[src/hw/rtl/clipped_sgd_weight_update_unit_assert.svh]
// assertion macros for the clipped sgd weight update unit
// expects clk_i and rst_ni in the scope of the including module
`ifndef CLIPPED_SGD_WEIGHT_UPDATE_UNIT_ASSERT_SVH
`define CLIPPED_SGD_WEIGHT_UPDATE_UNIT_ASSERT_SVH

// same-cycle implication
`define CSGD_ASSERT_NOW(name, ante, cons) \
  name: assert property (@(posedge clk_i) disable iff (!rst_ni) (ante) |-> (cons)) \
    else $error("csgd: same-cycle check failed");

// next-cycle implication
`define CSGD_ASSERT_NEXT(name, ante, cons) \
  name: assert property (@(posedge clk_i) disable iff (!rst_ni) (ante) |=> (cons)) \
    else $error("csgd: next-cycle check failed");

`endif

[src/hw/rtl/csgd_pkg.sv]
// types and constants shared by the clipped sgd weight update unit
// no dependencies
`default_nettype none

package csgd_pkg;

  // request kinds carried in tuser
  typedef enum logic [2:0] {
    REQ_WRITE = 3'd0,
    REQ_ADD   = 3'd1,
    REQ_APPLY = 3'd2,
    REQ_READ  = 3'd3,
    REQ_CLEAR = 3'd4
  } req_e;

  // result status
  typedef enum logic [1:0] {
    STAT_OK     = 2'd0,
    STAT_RANGE  = 2'd1,
    STAT_LOCKED = 2'd2
  } status_e;

  // configuration register indexes
  localparam logic [1:0] CFG_LEARN_RATE = 2'd0;
  localparam logic [1:0] CFG_BATCH      = 2'd1;
  localparam logic [1:0] CFG_ELEMS      = 2'd2;
  localparam logic [1:0] CFG_LOCK       = 2'd3;

  // control sequencer states
  typedef enum logic [5:0] {
    ST_IDLE = 6'b000001,
    ST_READ = 6'b000010,
    ST_DIV  = 6'b000100,
    ST_MUL  = 6'b001000,
    ST_UPD  = 6'b010000,
    ST_DONE = 6'b100000
  } state_e;

  localparam int SUM_W      = 24;
  localparam int BATCH_W    = 7;
  localparam int LR_W       = 20;
  localparam int BATCH_MAX  = 64;
  localparam int DIV_BITS   = 4;
  localparam int DIV_STEPS  = SUM_W / DIV_BITS;

  localparam logic signed [31:0] ONE_Q16     = 32'sd65536;
  localparam logic signed [31:0] NEG_ONE_Q16 = -32'sd65536;
  localparam logic signed [25:0] SUM_MAX     = 26'sd8388607;
  localparam logic signed [25:0] SUM_MIN     = -26'sd8388608;
  localparam logic signed [33:0] W_MAX       = 34'sd2147483647;
  localparam logic signed [33:0] W_MIN       = -34'sd2147483648;

  // write strobes toward the state memories
  typedef struct packed {
    logic wgt_we;
    logic sum_we;
  } store_ctl_t;

  // divider request and response
  typedef struct packed {
    logic               start;
    logic [SUM_W-1:0]   dividend;
    logic [BATCH_W-1:0] divisor;
  } div_req_t;

  typedef struct packed {
    logic             done;
    logic [SUM_W-1:0] quotient;
  } div_rsp_t;

endpackage

`default_nettype wire

[src/hw/rtl/csgd_div.sv]
// iterative unsigned divider, four quotient bits per cycle
// depends on csgd_pkg
`default_nettype none

module csgd_div (
  input  wire logic              clk_i,
  input  wire logic              rst_ni,
  input  wire csgd_pkg::div_req_t req_i,
  output csgd_pkg::div_rsp_t      rsp_o
);

  logic                            busy_q;
  logic                            done_q;
  logic [2:0]                      cnt_q;
  logic [csgd_pkg::BATCH_W-1:0]    rem_q;
  logic [csgd_pkg::BATCH_W-1:0]    rem_d;
  logic [csgd_pkg::SUM_W-1:0]      dq_q;
  logic [csgd_pkg::SUM_W-1:0]      dq_d;
  logic [csgd_pkg::BATCH_W-1:0]    dvs_q;

  // four restoring steps on the shifting dividend / quotient word
  always_comb begin
    logic [csgd_pkg::BATCH_W:0] trial;
    rem_d = rem_q;
    dq_d  = dq_q;
    for (int k = 0; k < csgd_pkg::DIV_BITS; k++) begin
      trial = {rem_d, dq_d[csgd_pkg::SUM_W-1]};
      dq_d  = {dq_d[csgd_pkg::SUM_W-2:0], 1'b0};
      if (trial >= {1'b0, dvs_q}) begin
        rem_d    = csgd_pkg::BATCH_W'(trial - {1'b0, dvs_q});
        dq_d[0]  = 1'b1;
      end else begin
        rem_d    = trial[csgd_pkg::BATCH_W-1:0];
      end
    end
  end

  // control
  always_ff @(posedge clk_i or negedge rst_ni) begin
    if (!rst_ni) begin
      busy_q <= 1'b0;
      done_q <= 1'b0;
      cnt_q  <= '0;
    end else begin
      done_q <= 1'b0;
      if (req_i.start) begin
        busy_q <= 1'b1;
        cnt_q  <= '0;
      end else if (busy_q) begin
        if (cnt_q == 3'(csgd_pkg::DIV_STEPS - 1)) begin
          busy_q <= 1'b0;
          done_q <= 1'b1;
        end else begin
          cnt_q <= cnt_q + 3'd1;
        end
      end
    end
  end

  // datapath
  always_ff @(posedge clk_i) begin
    if (req_i.start) begin
      rem_q <= '0;
      dq_q  <= req_i.dividend;
      dvs_q <= req_i.divisor;
    end else if (busy_q) begin
      rem_q <= rem_d;
      dq_q  <= dq_d;
    end
  end

  assign rsp_o.done     = done_q;
  assign rsp_o.quotient = dq_q;

endmodule

`default_nettype wire

[config.mk]
export PLATFORM = sky130hd
export DESIGN_NAME = csgd_div
export DESIGN_NICKNAME = d
export VERILOG_FILES = /design/src/hw/rtl/clipped_sgd_weight_update_unit_assert.svh /design/src/hw/rtl/csgd_pkg.sv /design/src/hw/rtl/csgd_div.sv
export SDC_FILE = /design/constraint.sdc
export NUM_CORES = 1
export LEC_CHECK = 0
export ABC_AREA = 1
export BUFFER_PORTS_ARGS = -buffer_cell sky130_fd_sc_hd__buf_4
export CORE_ASPECT_RATIO = 0.75
export CORE_MARGIN = 3
export CORE_UTILIZATION = 30
export DETAILED_ROUTE_END_ITERATION = 10
export MAX_ROUTING_LAYER = met4
export SYNTH_ARGS = -nofsm -noshare
export SYNTH_HDL_FRONTEND = slang
export SYNTH_SLANG_ARGS = --single-unit
[constraint.sdc]
create_clock -name clk_i -period 12.38 [get_ports clk_i]
set_clock_uncertainty 0.1 [all_clocks]
set_input_delay 0.619 -clock clk_i [delete_from_list [all_inputs] [get_ports clk_i]]
set_output_delay 0.619 -clock clk_i [all_outputs]
set_load 0.01 [all_outputs]
== After elaboration in Yosys (flattened, before gate mapping) ==
Index checks and enable logic that the tools add are counted.

* Register bits after elaboration: 43
* Input port bits: 34
* Logic and storage cells: 38

* Add/subtract/negate cells: 5
* Magnitude comparators: 4
* Equality and inequality tests: 2
* Multiplexer cells: 19
* Reductions and logical operators: 2

{| class="wikitable"
|+ Operators with widths
! kind !! number
|-
| $mux 24 || 2
|-
| $ge 8x7->1 || 4
|-
| $mux 7 || 4
|-
| $sub 7x7->7 || 4
|-
| $mux 1 || 10
|-
| $mux 3 || 3
|-
| $add 3x1->3 const B || 1
|-
| $eq 3x3->1 const B || 1
|-
| $ne 2x2->1 const B || 1
|-
| $reduce_and 2->1 || 1
|-
| $reduce_bool 2->1 || 1
|}

== Depth between registers and ports, before layout ==
* Depth in word-level cells: 10
* Mapped depth: 52
* Gate-level depth less buffers: 51

== Least setup slack after synthesis ==
OpenSTA, ideal clock, no wires.

* Path kind: reg2reg
* Start: register dq_q[23] in the netlist's numbering
* End: register dq_q[0] in the netlist's numbering, data pin
* Library setup time: 271 ps
* Data arrival time: 5809 ps
* Data required time: 12009 ps
* Path slack: 6199 ps
* Cell stages (with the launch flop): 47
* Clock period less this slack: 6181 ps
* Cells stage by stage: edfxtp_1 -> inv_1 -> ha_1 -> inv_1 -> fa_1 -> nand2_1 -> nand2_2 -> nand2_2 -> nand2_2 -> nand2_2 -> nand2_4 -> buf_6 -> o21ai_0 -> inv_1 -> ha_1 -> nand2_1 -> inv_1 -> nand2_1 -> [... 11 more ...] -> nand2_1 -> nand2_1 -> inv_1 -> nand3_4 -> nand2_1 -> nand2_1 -> inv_1 -> ha_1 -> inv_1 -> o21bai_1 -> a21oi_1 -> nor2_1 -> nor2_1 -> o21ai_0 -> nand2_1 -> nand3_1 -> a21oi_4 -> a31oi_1

* Longest elaborated chain between the ends: 10

{| class="wikitable"
|+ Ends and longest elaborated chain
! element !! RTL line !! RTL
|-
| from (decl) || csgd_div.sv:17 || <nowiki>logic [csgd_pkg::SUM_W-1:0] dq_q;</nowiki>
|-
| from (signal assigned) || csgd_div.sv:64 || <nowiki>dq_q <= req_i.dividend;</nowiki>
|-
| from (signal assigned) || csgd_div.sv:68 || <nowiki>dq_q <= dq_d;</nowiki>
|-
| $sub 7x7->7 or $ge 8x7->1 (tied branches) || csgd_div.sv:30, csgd_div.sv:29 ||
|-
| $mux 7 (*) || csgd_div.sv:29 || <nowiki>if (trial >= {1'b0, dvs_q}) begin</nowiki>
|-
| $sub 7x7->7 or $ge 8x7->1 (tied branches) || csgd_div.sv:30, csgd_div.sv:29 ||
|-
| $mux 7 (*) || csgd_div.sv:29 ||
|-
| $sub 7x7->7 or $ge 8x7->1 (tied branches) || csgd_div.sv:30, csgd_div.sv:29 ||
|-
| $mux 7 (*) || csgd_div.sv:29 ||
|-
| $ge 8x7->1 (*) || csgd_div.sv:29 ||
|-
| $mux 1 (*) || csgd_div.sv:29 ||
|-
| $mux 24 (*) || csgd_div.sv:66 || <nowiki>end else if (busy_q) begin</nowiki>
|-
| $mux 24 (*) || csgd_div.sv:62 || <nowiki>if (req_i.start) begin</nowiki>
|}

Mark *: on every way between the ends. The rest lies on a longest branch, timed or not. The select of a mux whose other input is x is not followed.
A chain may end at the register's enable or synchronous reset.

== Worst setup path in the final report ==
* Start: register dvs_q[1] in the netlist's numbering
* End: register rem_q[5] in the netlist's numbering

* Longest elaborated chain between the ends: 8

{| class="wikitable"
|+ Ends and longest elaborated chain
! element !! RTL line !! RTL
|-
| from (decl) || csgd_div.sv:19 || <nowiki>logic [csgd_pkg::BATCH_W-1:0] dvs_q;</nowiki>
|-
| from (signal assigned) || csgd_div.sv:65 || <nowiki>dvs_q <= req_i.divisor;</nowiki>
|-
| $sub 7x7->7 or $ge 8x7->1 (tied branches) || csgd_div.sv:30, csgd_div.sv:29 ||
|-
| $mux 7 || csgd_div.sv:29 ||
|-
| $sub 7x7->7 or $ge 8x7->1 (tied branches) || csgd_div.sv:30, csgd_div.sv:29 ||
|-
| $mux 7 || csgd_div.sv:29 ||
|-
| $sub 7x7->7 or $ge 8x7->1 (tied branches) || csgd_div.sv:30, csgd_div.sv:29 ||
|-
| $mux 7 || csgd_div.sv:29 ||
|-
| $sub 7x7->7 or $ge 8x7->1 (tied branches) || csgd_div.sv:30, csgd_div.sv:29 ||
|-
| $mux 7 (*) || csgd_div.sv:29 ||
|-
| to (signal assigned) || csgd_div.sv:67 || <nowiki>rem_q <= rem_d;</nowiki>
|-
| to (decl) || csgd_div.sv:15 || <nowiki>logic [csgd_pkg::BATCH_W-1:0] rem_q;</nowiki>
|}

Mark *: on every way between the ends. The rest lies on a longest branch, timed or not.

==> run_results.csv <==
group,metric,value,unit
worst_setup_path,critPathKind,"reg -> reg",
sta,period_share,0.5684,
routing,wirelength,8.937,mm
floorplanning,die_x,129.6,µm
clocking,clkTransAtPathRegs,60,ps
cells_and_area,finalNonFillerCells,633,
global_routing,grt_pass1_wl,14.97,mm
sta,fin_setup_tns,0,ps
sta,slew_headroom,0.4055,
placed_design,port_buffers,58,
yosys,synth.distinct_cells,35,
global_routing,met3_usage,0.03304,
routing,drc,0,
floorplanning,die_y,98.73,µm
worst_setup_path,critPathArrivalTime,7110,ps
worst_setup_path,crit_path_end_kind,"flip-flop",
global_routing,grt_max_degree,34,
worst_setup_path,critPathMaxFanout,11,
yosys,ys_async_sr_fraction,0.1163,
global_routing,met2_usage,0.2190,
yosys,synth.net_count,502,
clocking,post-cts-setup-buffers,0,
clocking,cts_tree,"yes",
clocking,clockBufferDepth,2,
yosys,synth_compound_area_frac,0.06839,
yosys,synth_xor_area_frac,0.04329,
sta,hold_viol_final,0,
yosys,synthFlopType,"edfxtp_1",
sta,worst_slew_pin_slew,890.8,ps
clocking,clock-root-buffer,"clkbuf_16",
routing,first_iter_violations,313,
worst_setup_path,reg2reg_slack,5340,ps
job,drv_cap,0,
cells_and_area,drive_gt1_frac,0.1927,
worst_setup_path,cp.required,12450,ps
yosys,syn-instance-count,434,
clocking,cts-resized-gates,0,
clocking,h-tree-depth,2,
global_routing,gr-max-usage-layer,"met1",
placed_design,place_ws,5496,ps
clocking,cts_sinks,43,
routing,routedWlPerCell,14.12,µm
clocking,insertion_delay,290,ps
routing,vias_per_cell,4.807,
clocking,cts_buffers,5,
global_routing,grt_overflow_total,0,
global_routing,grt_use_met1,0.2192,
routing,ant_nets,0,
placed_design,place_hpwl,7.137,mm
sta,rsz0062_at_grt,"no",
yosys,synth_area_per_cell,7.925,µm²
cells_and_area,nFillCells,1122,
sta,setup_viol,0,
run_status,outcome,"finished, final reports clean",
clocking,hold_buffers,0,
yosys,yosys.area_share.simple,0.3285,
floorplanning,initial_utilization,0.3108,
yosys,synth_top_family_by_area,"simple AND/OR/NAND/NOR gates",
min_path,hold_class,"in -> async",
yosys,yosys_register_bits,43,
floorplanning,core_area,11070,µm²
worst_setup_path,timing.rr.start,"dvs_q[1]",
sta,final-max-slew-violation-count,0,
global_routing,antenna_found_initial,0,
yosys,seq_area_frac_synth,0.3478,
floorplanning,rows,33,
floorplanning,io_pins,59,
sta,min_period,7037,ps
worst_setup_path,cp-start-kind,"flip-flop",
placed_design,gp_congestion,0.9227,
worst_setup_path,worst-r2r-cell-count,45,
sta,final.setup.worst_slack,5343,ps
sta,fmax,142.1,MHz
yosys,synth-edff-count,31,
floorplanning,dieArea,12800,µm²
cells_and_area,final_nets,560,
yosys,synth_mux_area_frac,0,
worst_setup_path,crit_path_max_incr_delay,490,ps
cells_and_area,antenna-diode-count,0,
global_routing,grt_usage,0.1504,
worst_setup_path,path_common_cell,"nand2_1",
placed_design,place_inst,625,
routing,vias,3043,
global_routing,grt_pass1_vias,2984,
yosys,synth_warnings,0,
routing,drt-pass1-iter-count,5,
yosys,synth_fa_ha_area_frac,0.1324,
cells_and_area,area.growth.synth_to_final,22.26,%
worst_setup_path,cpMaxStageDelayCell,"edfxtp_1",
worst_setup_path,reg2reg_to,"rem_q[5]",
yosys,synth_area,3440,µm²
[worst max path at each step]
stage,startpoint,end,cells after the start
final,dvs_q[1],rem_q[5],45
after global routing,dvs_q[1],rem_q[2],45
after CTS,dvs_q[1],rem_q[5],45
after detailed placement,dq_q[23],rem_q[2],47
after global placement,dq_q[23],rem_q[2],47
after floorplan,dq_q[23],dq_q[0],46
[cells by family (layout without fill, tap and decap cells)]
group,count (synthesis),after routing
AOI/OAI and AO/OA,38,38
xor gates and xnor gates,17,17
adders and majority gates,34,34
buffers and inverters,70,129
DFF,43,43
and+or+nand+nor,232,232
[layout by cell type, fill, tap and decap left out, drive strengths merged, types with 8 or more instances in the layout]
cell type,n
buf,59
nor2,16
ha,30
xor2,10
o21ai,11
nand2,161
a21oi,17
inv,62
nand4,8
edfxtp,31
nand3,43
[stage by stage]
| step | utilization | area, µm² | hold WS, ps |
|---|---|---|---|
| 4_1_cts | 0.3800 | 4205 | 15.88 |
| 3_3_place_gp | 0.3630 | 4016 | 322.6 |
| 3_5_place_dp | 0.3630 | 4016 | 325.1 |
| 6_report | 0.3800 | 4205 | 19.05 |
| 2_1_floorplan | - | 3440 | 223.4 |
| 5_1_grt | 0.3800 | 4205 | 7.672 |
[critical path, delay by kind of cell, from the launching register on]
family                     cells  cell delay, ps
AOI/OAI and AO/OA              8            1600
adders and majority gates      4            1630
buffers and inverters          6             580
DFF                            1             490
and+or+nand+nor               27            2500
[registers in the layout (all words and copies together) (netlist names)]
name and count:
rem_q 7, done_q 1, dvs_q 7, dq_q 24, cnt_q 3, busy_q 1
[area by class of cell]
type	count	area (µm²)	share of cell area
Multi-Input combinational cell	321	1969	0.4683
Sequential cell	43	1196	0.2844
Timing Repair Buffer	59	442.9	0.1053
Inverter	62	232.7	0.05534
Tap cell	140	175.2	0.04165
Clock buffer	6	128.9	0.03065
Clock inverter	2	60.06	0.01428
[layer usage]
layer	routed length [µm]	share of wire	vias to the layer above
met4	116	0.013	0
met5	0	0	-
met3	527	0.059	12
met1	4458	0.50	1401
met2	3836	0.43	101
li1	-	-	1529
[synth_stat cells, types with 5 or more instances]
master	count	area share
nand2_1	149	0.16
inv_1	61	0.067
nand3_1	35	0.051
edfxtp_1	31	0.27
ha_1	30	0.11
a21oi_1	14	0.020
nor2_1	12	0.013
o21ai_0	10	0.015
xor2_1	10	0.025
nand2_2	9	0.016
nand4_1	8	0.015
dfxtp_1	7	0.041
nand3_4	7	0.036
xnor2_1	7	0.018
clkbuf_1	6	0.0065
a31oi_1	5	0.0091
dfrtp_1	5	0.036
Power is not shown: default switching activity piles up to over one toggle a cycle in this logic, so the estimate is an artifact.
